==> src/rtl/fam_pkg.sv <==
// Shared types, constants and helpers for the fully associative LRU cache model.
// Used by every module of the block except fam_ram; depends on nothing.
`default_nettype none

package fam_pkg;

  localparam int WAYS_DEFAULT = 8;
  localparam int ADDR_W       = 32;
  localparam int CNT_W        = 32;
  localparam int DEPTH_OUT_W  = 6;
  localparam int OCC_W        = 7;
  localparam int OFFSET_W     = 4;
  localparam int SET_W        = 5;
  localparam int CFG_DATA_W   = 5;
  localparam int CFG_INDEX_W  = 2;
  localparam int SHIFT_W      = 6;

  localparam logic [CFG_INDEX_W-1:0] REG_LINE_OFFSET = 2'd0;
  localparam logic [CFG_INDEX_W-1:0] REG_SET_INDEX   = 2'd1;

  localparam logic [OFFSET_W-1:0] LINE_OFFSET_RESET = 4'd6;
  localparam logic [SET_W-1:0]    SET_INDEX_RESET   = 5'd0;

  typedef enum logic {
    OP_ACCESS = 1'b0,
    OP_FLUSH  = 1'b1
  } op_t;

  typedef enum logic {
    BK_IDLE,
    BK_HIST
  } back_state_t;

  typedef struct packed {
    op_t               op;
    logic [ADDR_W-1:0] tag;
    logic              is_write;
  } item_t;

  typedef struct packed {
    logic pop;
    logic load;
    logic hist_we;
  } back_ctrl_t;

  function automatic logic [CNT_W-1:0] sat_inc(input logic [CNT_W-1:0] v);
    sat_inc = (v == {CNT_W{1'b1}}) ? v : v + CNT_W'(1);
  endfunction

endpackage

`default_nettype wire

==> src/rtl/fam_ram.sv <==
// Generic single-write, single-read RAM with registered read data.
// Depends on nothing.
`default_nettype none

module fam_ram #(
  parameter int WIDTH = 32,
  parameter int DEPTH = 8,
  localparam int AW = (DEPTH > 1) ? $clog2(DEPTH) : 1
) (
  input  wire logic             clk,
  input  wire logic             we,
  input  wire logic [AW-1:0]    waddr,
  input  wire logic [WIDTH-1:0] wdata,
  input  wire logic [AW-1:0]    raddr,
  output logic      [WIDTH-1:0] rdata
);

  logic [WIDTH-1:0] mem [DEPTH];

  always_ff @(posedge clk) begin
    if (we) begin
      mem[waddr] <= wdata;
    end
    rdata <= mem[raddr];
  end

endmodule

`default_nettype wire

==> src/rtl/fam_queue.sv <==
// Two-entry transaction queue between the front and back parts.
// Depends on fam_pkg for the item type.
`default_nettype none

module fam_queue (
  input  wire logic          clk,
  input  wire logic          rst,
  input  wire logic          push_valid,
  output logic               push_ready,
  input  wire fam_pkg::item_t push_item,
  output logic               pop_valid,
  input  wire logic          pop_ready,
  output fam_pkg::item_t     pop_item
);

  fam_pkg::item_t slots [2];
  logic           wr_ptr;
  logic           rd_ptr;
  logic [1:0]     count;
  logic           do_push;
  logic           do_pop;

  assign push_ready = (count != 2'd2);
  assign pop_valid  = (count != 2'd0);
  assign pop_item   = slots[rd_ptr];
  assign do_push    = push_valid && push_ready;
  assign do_pop     = pop_valid && pop_ready;

  always_ff @(posedge clk) begin
    if (rst) begin
      wr_ptr <= 1'b0;
      rd_ptr <= 1'b0;
      count  <= 2'd0;
    end else begin
      if (do_push) begin
        wr_ptr <= ~wr_ptr;
      end
      if (do_pop) begin
        rd_ptr <= ~rd_ptr;
      end
      case ({do_push, do_pop})
        2'b10:   count <= count + 2'd1;
        2'b01:   count <= count - 2'd1;
        default: count <= count;
      endcase
    end
  end

  always_ff @(posedge clk) begin
    if (do_push) begin
      slots[wr_ptr] <= push_item;
    end
  end

endmodule

`default_nettype wire

==> src/rtl/fam_front.sv <==
// Front part: configuration registers, input acceptance and tag formation.
// Depends on fam_pkg.
`default_nettype none

module fam_front (
  input  wire logic                              clk,
  input  wire logic                              rst,
  input  wire logic                              cfg_we,
  input  wire logic [fam_pkg::CFG_INDEX_W-1:0]   cfg_index,
  input  wire logic [fam_pkg::CFG_DATA_W-1:0]    cfg_data,
  input  wire logic                              in_valid,
  output logic                                   in_ready,
  input  wire logic                              operation,
  input  wire logic [fam_pkg::ADDR_W-1:0]        address,
  input  wire logic                              is_write,
  output logic                                   push_valid,
  input  wire logic                              push_ready,
  output fam_pkg::item_t                         push_item
);

  logic [fam_pkg::OFFSET_W-1:0] line_offset_bits;
  logic [fam_pkg::SET_W-1:0]    set_index_bits;
  logic [fam_pkg::SHIFT_W-1:0]  shift;

  always_ff @(posedge clk) begin
    if (rst) begin
      line_offset_bits <= fam_pkg::LINE_OFFSET_RESET;
      set_index_bits   <= fam_pkg::SET_INDEX_RESET;
    end else if (cfg_we) begin
      case (cfg_index)
        fam_pkg::REG_LINE_OFFSET: line_offset_bits <= cfg_data[fam_pkg::OFFSET_W-1:0];
        fam_pkg::REG_SET_INDEX:   set_index_bits   <= cfg_data;
        default: ;
      endcase
    end
  end

  assign shift = fam_pkg::SHIFT_W'(line_offset_bits) + fam_pkg::SHIFT_W'(set_index_bits);

  always_comb begin
    push_item.op       = fam_pkg::op_t'(operation);
    push_item.is_write = is_write;
    if (shift >= fam_pkg::SHIFT_W'(fam_pkg::ADDR_W)) begin
      push_item.tag = '0;
    end else begin
      push_item.tag = address >> shift[4:0];
    end
  end

  assign push_valid = in_valid;
  assign in_ready   = push_ready;

endmodule

`default_nettype wire

==> src/rtl/fam_back.sv <==
// Back part: LRU tag stack, hit search, statistics and the result register.
// Depends on fam_pkg and fam_ram (depth histogram).
`default_nettype none

module fam_back #(
  parameter int WAYS = fam_pkg::WAYS_DEFAULT,
  localparam int NW = $clog2(WAYS + 1),
  localparam int DW = (WAYS > 1) ? $clog2(WAYS) : 1
) (
  input  wire logic                              clk,
  input  wire logic                              rst,
  input  wire logic                              pop_valid,
  output logic                                   pop_ready,
  input  wire fam_pkg::item_t                    pop_item,
  output logic                                   out_valid,
  input  wire logic                              out_ready,
  output logic                                   hit,
  output logic [fam_pkg::DEPTH_OUT_W-1:0]        hit_depth,
  output logic [fam_pkg::CNT_W-1:0]              depth_count,
  output logic [fam_pkg::CNT_W-1:0]              read_hit_count,
  output logic [fam_pkg::CNT_W-1:0]              read_miss_count,
  output logic [fam_pkg::CNT_W-1:0]              write_hit_count,
  output logic [fam_pkg::CNT_W-1:0]              write_miss_count,
  output logic [fam_pkg::OCC_W-1:0]              occupancy
);

  fam_pkg::back_state_t state;
  fam_pkg::back_state_t state_next;
  fam_pkg::back_ctrl_t  ctrl;

  logic [fam_pkg::ADDR_W-1:0] tags [WAYS];
  logic [NW-1:0]              entry_count;
  logic [fam_pkg::CNT_W-1:0]  rd_hit_cnt;
  logic [fam_pkg::CNT_W-1:0]  rd_miss_cnt;
  logic [fam_pkg::CNT_W-1:0]  wr_hit_cnt;
  logic [fam_pkg::CNT_W-1:0]  wr_miss_cnt;
  logic [WAYS-1:0]            hist_valid;
  logic                       hit_q;
  logic [DW-1:0]              depth_q;

  logic [WAYS-1:0]            match;
  logic                       found;
  logic [DW-1:0]              found_depth;
  logic                       access;
  logic                       is_hit;
  logic [NW-1:0]              limit;
  logic [WAYS-1:0]            shift_en;
  logic [fam_pkg::CNT_W-1:0]  ram_rdata;
  logic [fam_pkg::CNT_W-1:0]  hist_cur;
  logic [fam_pkg::CNT_W-1:0]  hist_new;

  always_comb begin
    found       = 1'b0;
    found_depth = '0;
    for (int i = 0; i < WAYS; i++) begin
      match[i] = (NW'(i) < entry_count) && (tags[i] == pop_item.tag);
    end
    for (int i = WAYS - 1; i >= 0; i--) begin
      if (match[i]) begin
        found       = 1'b1;
        found_depth = DW'(i);
      end
    end
  end

  assign access = (pop_item.op == fam_pkg::OP_ACCESS);
  assign is_hit = access && found;

  always_comb begin
    if (is_hit) begin
      limit = NW'(found_depth);
    end else if (entry_count == NW'(WAYS)) begin
      limit = NW'(WAYS - 1);
    end else begin
      limit = entry_count;
    end
    for (int i = 0; i < WAYS; i++) begin
      shift_en[i] = (NW'(i) <= limit);
    end
  end

  always_comb begin
    case (state)
      fam_pkg::BK_IDLE: state_next = ctrl.pop ? fam_pkg::BK_HIST : fam_pkg::BK_IDLE;
      fam_pkg::BK_HIST: state_next = fam_pkg::BK_IDLE;
      default:          state_next = fam_pkg::BK_IDLE;
    endcase
  end

  always_comb begin
    ctrl = '0;
    case (state)
      fam_pkg::BK_IDLE: ctrl.pop = pop_valid && (!out_valid || out_ready);
      fam_pkg::BK_HIST: begin
        ctrl.load    = 1'b1;
        ctrl.hist_we = hit_q;
      end
      default: ctrl = '0;
    endcase
  end

  assign pop_ready = ctrl.pop;

  assign hist_cur = hist_valid[depth_q] ? ram_rdata : '0;
  assign hist_new = fam_pkg::sat_inc(hist_cur);

  fam_ram #(
    .WIDTH (fam_pkg::CNT_W),
    .DEPTH (WAYS)
  ) u_hist (
    .clk   (clk),
    .we    (ctrl.hist_we),
    .waddr (depth_q),
    .wdata (hist_new),
    .raddr (found_depth),
    .rdata (ram_rdata)
  );

  always_ff @(posedge clk) begin
    if (rst) begin
      state       <= fam_pkg::BK_IDLE;
      entry_count <= '0;
      rd_hit_cnt  <= '0;
      rd_miss_cnt <= '0;
      wr_hit_cnt  <= '0;
      wr_miss_cnt <= '0;
      hist_valid  <= '0;
      out_valid   <= 1'b0;
    end else begin
      state <= state_next;
      if (ctrl.pop) begin
        if (!access) begin
          entry_count <= '0;
        end else if (is_hit) begin
          if (pop_item.is_write) begin
            wr_hit_cnt <= fam_pkg::sat_inc(wr_hit_cnt);
          end else begin
            rd_hit_cnt <= fam_pkg::sat_inc(rd_hit_cnt);
          end
        end else begin
          if (pop_item.is_write) begin
            wr_miss_cnt <= fam_pkg::sat_inc(wr_miss_cnt);
          end else begin
            rd_miss_cnt <= fam_pkg::sat_inc(rd_miss_cnt);
          end
          entry_count <= limit + NW'(1);
        end
      end
      if (ctrl.hist_we) begin
        hist_valid[depth_q] <= 1'b1;
      end
      if (ctrl.load) begin
        out_valid <= 1'b1;
      end else if (out_ready) begin
        out_valid <= 1'b0;
      end
    end
  end

  always_ff @(posedge clk) begin
    if (ctrl.pop) begin
      hit_q   <= is_hit;
      depth_q <= is_hit ? found_depth : '0;
    end
    if (ctrl.load) begin
      hit         <= hit_q;
      hit_depth   <= fam_pkg::DEPTH_OUT_W'(depth_q);
      depth_count <= hit_q ? hist_new : '0;
    end
  end

  for (genvar g = 0; g < WAYS; g++) begin : g_stack
    always_ff @(posedge clk) begin
      if (ctrl.pop && access) begin
        if (g == 0) begin
          tags[g] <= pop_item.tag;
        end else if (shift_en[g]) begin
          tags[g] <= tags[(g > 0) ? g - 1 : 0];
        end
      end
    end
  end

  assign read_hit_count   = rd_hit_cnt;
  assign read_miss_count  = rd_miss_cnt;
  assign write_hit_count  = wr_hit_cnt;
  assign write_miss_count = wr_miss_cnt;
  assign occupancy        = fam_pkg::OCC_W'(entry_count);

endmodule

`default_nettype wire

==> src/rtl/fully_assoc_lru_cache_model_core.sv <==
// Top level of the fully associative LRU cache model.
// Depends on fam_pkg, fam_front, fam_queue and fam_back.
//
// Usage:
//   Input channel (in_valid/in_ready) carries operation, address and is_write;
//   operation selects an access or a flush of all entries. Output channel
//   (out_valid/out_ready) returns one result per transaction: hit, hit_depth,
//   depth_count, the four saturating hit/miss counters and occupancy.
//   Configuration: cfg_we writes cfg_data into register cfg_index
//   (0 = line offset bits, 1 = set index bits); other indexes are ignored.
//   An accepted transaction passes the queue, is popped by the back part and
//   then loads the result register; the back part takes no new transaction
//   until the depth histogram RAM read is followed by its write-back.
//   A two-entry queue sits between front and back, so up to two further
//   transactions are taken while a result waits on out_ready; beyond that
//   in_ready drops until the receiver takes the result.
//   Reset clears occupancy, counters and histogram valid bits directly,
//   with no clearing pass; statistics survive a flush.
`default_nettype none

module fully_assoc_lru_cache_model_core #(
  parameter int WAYS = fam_pkg::WAYS_DEFAULT
) (
  input  wire logic                              clk,
  input  wire logic                              rst,
  input  wire logic                              cfg_we,
  input  wire logic [fam_pkg::CFG_INDEX_W-1:0]   cfg_index,
  input  wire logic [fam_pkg::CFG_DATA_W-1:0]    cfg_data,
  input  wire logic                              in_valid,
  output logic                                   in_ready,
  input  wire logic                              operation,
  input  wire logic [fam_pkg::ADDR_W-1:0]        address,
  input  wire logic                              is_write,
  output logic                                   out_valid,
  input  wire logic                              out_ready,
  output logic                                   hit,
  output logic [fam_pkg::DEPTH_OUT_W-1:0]        hit_depth,
  output logic [fam_pkg::CNT_W-1:0]              depth_count,
  output logic [fam_pkg::CNT_W-1:0]              read_hit_count,
  output logic [fam_pkg::CNT_W-1:0]              read_miss_count,
  output logic [fam_pkg::CNT_W-1:0]              write_hit_count,
  output logic [fam_pkg::CNT_W-1:0]              write_miss_count,
  output logic [fam_pkg::OCC_W-1:0]              occupancy
);

  logic           push_valid;
  logic           push_ready;
  fam_pkg::item_t push_item;
  logic           pop_valid;
  logic           pop_ready;
  fam_pkg::item_t pop_item;

  fam_front u_front (
    .clk        (clk),
    .rst        (rst),
    .cfg_we     (cfg_we),
    .cfg_index  (cfg_index),
    .cfg_data   (cfg_data),
    .in_valid   (in_valid),
    .in_ready   (in_ready),
    .operation  (operation),
    .address    (address),
    .is_write   (is_write),
    .push_valid (push_valid),
    .push_ready (push_ready),
    .push_item  (push_item)
  );

  fam_queue u_queue (
    .clk        (clk),
    .rst        (rst),
    .push_valid (push_valid),
    .push_ready (push_ready),
    .push_item  (push_item),
    .pop_valid  (pop_valid),
    .pop_ready  (pop_ready),
    .pop_item   (pop_item)
  );

  fam_back #(
    .WAYS (WAYS)
  ) u_back (
    .clk              (clk),
    .rst              (rst),
    .pop_valid        (pop_valid),
    .pop_ready        (pop_ready),
    .pop_item         (pop_item),
    .out_valid        (out_valid),
    .out_ready        (out_ready),
    .hit              (hit),
    .hit_depth        (hit_depth),
    .depth_count      (depth_count),
    .read_hit_count   (read_hit_count),
    .read_miss_count  (read_miss_count),
    .write_hit_count  (write_hit_count),
    .write_miss_count (write_miss_count),
    .occupancy        (occupancy)
  );

endmodule

`default_nettype wire

==> config.mk <==
export PLATFORM = sky130hd
export DESIGN_NAME = fully_assoc_lru_cache_model_core
export DESIGN_NICKNAME = d
export VERILOG_FILES = /design/src/rtl/fam_pkg.sv /design/src/rtl/fam_ram.sv /design/src/rtl/fam_queue.sv /design/src/rtl/fam_front.sv /design/src/rtl/fam_back.sv /design/src/rtl/fully_assoc_lru_cache_model_core.sv
export SDC_FILE = /design/constraint.sdc
export NUM_CORES = 2
export LEC_CHECK = 0
export BUFFER_PORTS_ARGS = -buffer_cell sky130_fd_sc_hd__buf_2
export CELL_PAD_IN_SITES_DETAIL_PLACEMENT = 1
export CELL_PAD_IN_SITES_GLOBAL_PLACEMENT = 1
export CORE_MARGIN = 2
export CORE_UTILIZATION = 54
export DETAILED_ROUTE_END_ITERATION = 8
export PLACE_DENSITY = 0.85
export SKIP_LAST_GASP = 1
export SLEW_MARGIN = 20
export SYNTH_ARGS = -nofsm -noshare
export SYNTH_HDL_FRONTEND = slang
export SYNTH_SLANG_ARGS = --single-unit
==> constraint.sdc <==
create_clock -name clk -period 12.2 [get_ports clk]
set_input_delay 0.61 -clock clk [delete_from_list [all_inputs] [get_ports clk]]
set_output_delay 0.61 -clock clk [all_outputs]
set_load 0.02 [all_outputs]
==> metrics.txt <==
Avg Cell Area, Syn roughly 13 um^2; area of the core approximately 0.066 mm^2; Buffers on Ports about 220; largest net degree at the start of global routing 96; Die ar. a little under 0.07 mm^2; FILL cells 6434; Final nets 3055; worst relative slew slack 0.243; Max Slew Vio Count 0; Pre-Repair DR Iteration Count 6; setup slack after layout ~5.6 ns; GRT Util Overall 0.309; Distinct cells, synth 75; row count 94; FF+latch count, synth slightly above 800; WP buf/inv 3; synthesis warning total 0; Peak Freq 152 MHz; P_leak 13.9 nW; Clock transition at path regs 0.07 ns; Crit-path slowest cell buf_4; status finished clean; worst vdd ir about 100 uV; Setup Skew 0.0323 ns; layout cells sized above 1 0.182; Post-synth ARST share 0; initial antenna violation count 3; Starting Density 0.545; Post-synth top flop edfxtp_1; clk_lat worst skew between 0.6 and 0.7 ns; I/O Pins ~220; Post-CTS Setup Bufs 0; setup TNS 0 ns; Via Count around 24000; RSZ-0062 raised after global routing false; RePlAce Congestion around 1; Worst Hold Class in2reg; maximum clock path buffer count 3; Avg Vias per Cell 6.17; DR WL/cell ~27 um; DP Wirelength approximately 72 mm; Power per Cell Area 179 mW/mm^2; Post-DRT Antenna Nets 0; Max-Cap Viols 0; critical path arrival ~7.2 ns; Hold Buf Count CTS 0; Setup CP Type reg2reg; CTS sink cnt 808; Finished Layout Cells 3930; startpoint types flop; Critical Path RT around 13 ns; CP Cell Sequence buf_4 -> mux2i_4 -> xnor2_1 -> a2111oi_0 -> nand2_1 -> or3_1 -> a221oi_2 -> a311oi_2 -> o32ai_4 -> buf_4 -> buf_4 -> mux2i_1 -> a22oi_1 -> o221a_1; Tcrit/Tclk final 0.539; first-pass GRT wire length between 150 and 200 mm; drt total wl around 110 mm; crit-path most repeated cell buf_4; Post-Place Setup Slack just under 6 ns; DIE HEIGHT roughly 260 um; Area Growth Syn to Fin 13.6%; cell family with most CP delay buffers and inverters; Die X between 200 and 300 um; Placed Cells between 3000 and 4000; post-synthesis sequential area ratio 0.624; DRT iter0 DRCs around 2200; H-tree depth 3; Post-Syn Area approximately 0.036 mm^2; overall power approximately 7.3 mW; GRT overflow 0; CP max FO between 60 and 70; Hold Vio Cnt, Final 0; CTS tree yes; setup violators final 0; Worst Max-Slew Pin Slew around 1.1 ns; largest stage delay on the critical path roughly 0.89 ns; EDFF count, synth 620; Final Critical Period 6.57 ns; Setup crit end kind flop; Post-Synthesis Cells between 2000 and 3000; Residual DRC 0; cts repair resizes 0; CTS Buf Count 84; CTS Root Cell clkbuf_16; vias in the first global route ~26000
## final timing paths
| kind | from | to | slack, ns | cells past startpoint |
|---|---|---|---|---|
| max | flop | u_back.u_hist.rdata[0] | 5.63 | 14 |
| min | is_write | u_queue.slots[0][0] | 0.17 | 1 |
| max reg2reg | flop | u_back.u_hist.rdata[0] | 5.63 | 14 |
| min reg2reg | u_back.hist_valid[6] | u_back.hist_valid[6] | 0.47 | 2 |
## worst register-to-register path: stages, from the launching register on
cell       delay (ns)
dfxtp_4          0.66
buf_4            0.66
mux2i_4          0.67
xnor2_1          0.18
a2111oi_0        0.43
nand2_1          0.11
or3_1            0.37
a221oi_2         0.43
a311oi_2         0.13
o32ai_4          0.13
buf_4            0.84
buf_4            1.01
mux2i_1          0.28
a22oi_1          0.31
o221a_1          0.30
## state kept, by name, summed over array words and instances, names as in the netlist, named ones only
name	flops
u_back.out_valid	1
u_back.u_hist.rdata	32
u_back.hit_depth	3
u_back.entry_count	4
u_queue.rd_ptr	1
u_back.depth_q	3
u_queue.wr_ptr	1
u_back.u_hist.mem	256
u_back.hit	1
u_back.hist_valid	8
u_back.depth_count	32
u_back.write_hit_count	32
u_back.read_miss_count	32
u_queue.count	2
u_front.set_index_bits	5
u_queue.slots	68
u_back.tags	256
u_back.read_hit_count	32
u_back.write_miss_count	32
u_front.line_offset_bits	4
u_back.hit_q	1
u_back.state	1
## per-layer routing
metal  vias to the layer above  wire length [um]  part of all wire  global-route usage
li1                      10700                 -                 -                   -
met1                     12200             41700              0.39               0.383
met2                      1095             53700              0.50               0.535
met3                       260              6950             0.065              0.0536
met4                         4              4020             0.038               0.131
met5                         -                25           0.00023                   0
## report_power, final
group,leakage (nW),switching [mW],internal (mW),total [mW]
logic,5.52,0.954,0.449,1.40
clock network,1.36,1.10,1.47,2.57
registers,7.04,0.146,3.16,3.31
## cell type report
type                    count  area (um^2)  share of cell area
diodes                      1         2.50           0.0000614
flip-flops and latches    808        22400               0.550
well taps                 864         1080              0.0265
clock inverters            41          407             0.00998
clock buffers             115         2350              0.0576
repair buffers            257         1390              0.0342
inverters                  66          249             0.00611
multi-input cells        1778        12900               0.316
## cells by family after synthesis
family | after synthesis | share of synthesized area
simple gates | 896 | 0.129
flops | 808 | 0.624
xor+xnor | 393 | 0.0960
compound gates | 253 | 0.0491
mux | 216 | 0.0752
buf+inv | 166 | 0.0217
fa+ha+maj | 14 | 0.00509
other cells | 1 | 0.000105
## synth_stat cells (4+ instances only)
master      n  area share
a211o_1     5      0.0012
a211oi_1   17      0.0036
a21o_1      4     0.00084
a21oi_1    78       0.011
a22oi_1    32      0.0067
and2_1     34      0.0059
and3_1     33      0.0058
and4_1     13      0.0032
buf_1       7     0.00073
buf_2       7     0.00098
buf_4      11      0.0023
buf_6       8      0.0025
clkbuf_1   64      0.0067
dfxtp_1   188        0.10
edfxtp_1  620        0.52
ha_1       13      0.0045
inv_1      65      0.0068
mux2_2     71       0.022
mux2i_1   107       0.030
mux2i_4    29       0.018
mux4_2      6      0.0038
nand2_1   135       0.014
nand2b_1    8      0.0014
nand3_1    80       0.011
nand3b_1    4     0.00084
nand4_1    56      0.0098
nor2_1    277       0.029
nor2b_1    17      0.0030
nor3_1     44      0.0061
nor3_2      5      0.0014
nor4_1    125       0.022
nor4_2     11      0.0038
o211ai_1   10      0.0021
o21ai_0    43      0.0060
o221a_1    29      0.0091
or2_2       7      0.0012
or3_1      30      0.0052
xnor2_1   307       0.075
xor2_1     86       0.021
## through the flow
stage	hold WS, ns	utilization	cell area, um^2
after floorplan	0.424	-	35900
after global placement	0.447	0.577	38000
after detailed placement	0.458	0.577	38000
after CTS	0.146	0.619	40700
after global routing	0.175	0.619	40700
final	0.173	0.619	40700
## cell usage in the layout (no fill, tap or decap), types with 13 or more instances in the layout
cell / synthesis / final
clkinv_2: 1 / 17
nand3_1: 80 / 80
xor2_1: 86 / 85
inv_1: 65 / 65
xnor2_1: 307 / 305
nor2_1: 277 / 268
nor4_1: 125 / 123
mux2_2: 71 / 71
nor4_2: 11 / 13
nand4_1: 56 / 56
nor2b_1: 17 / 17
clkbuf_16: 0 / 87
o221a_1: 29 / 29
or3_1: 30 / 30
mux2i_4: 29 / 29
and4_1: 13 / 13
buf_2: 7 / 214
and2_1: 34 / 34
edfxtp_1: 620 / 620
buf_4: 11 / 43
and3_1: 33 / 33
nand2_1: 135 / 135
mux2i_1: 107 / 107
nor3_1: 44 / 41
a21oi_1: 78 / 74
a22oi_1: 32 / 32
dfxtp_1: 188 / 186
a211oi_1: 17 / 17
o21ai_0: 43 / 43
clkbuf_1: 64 / 20
No activity file was read; power rests on OpenSTA's default activity.
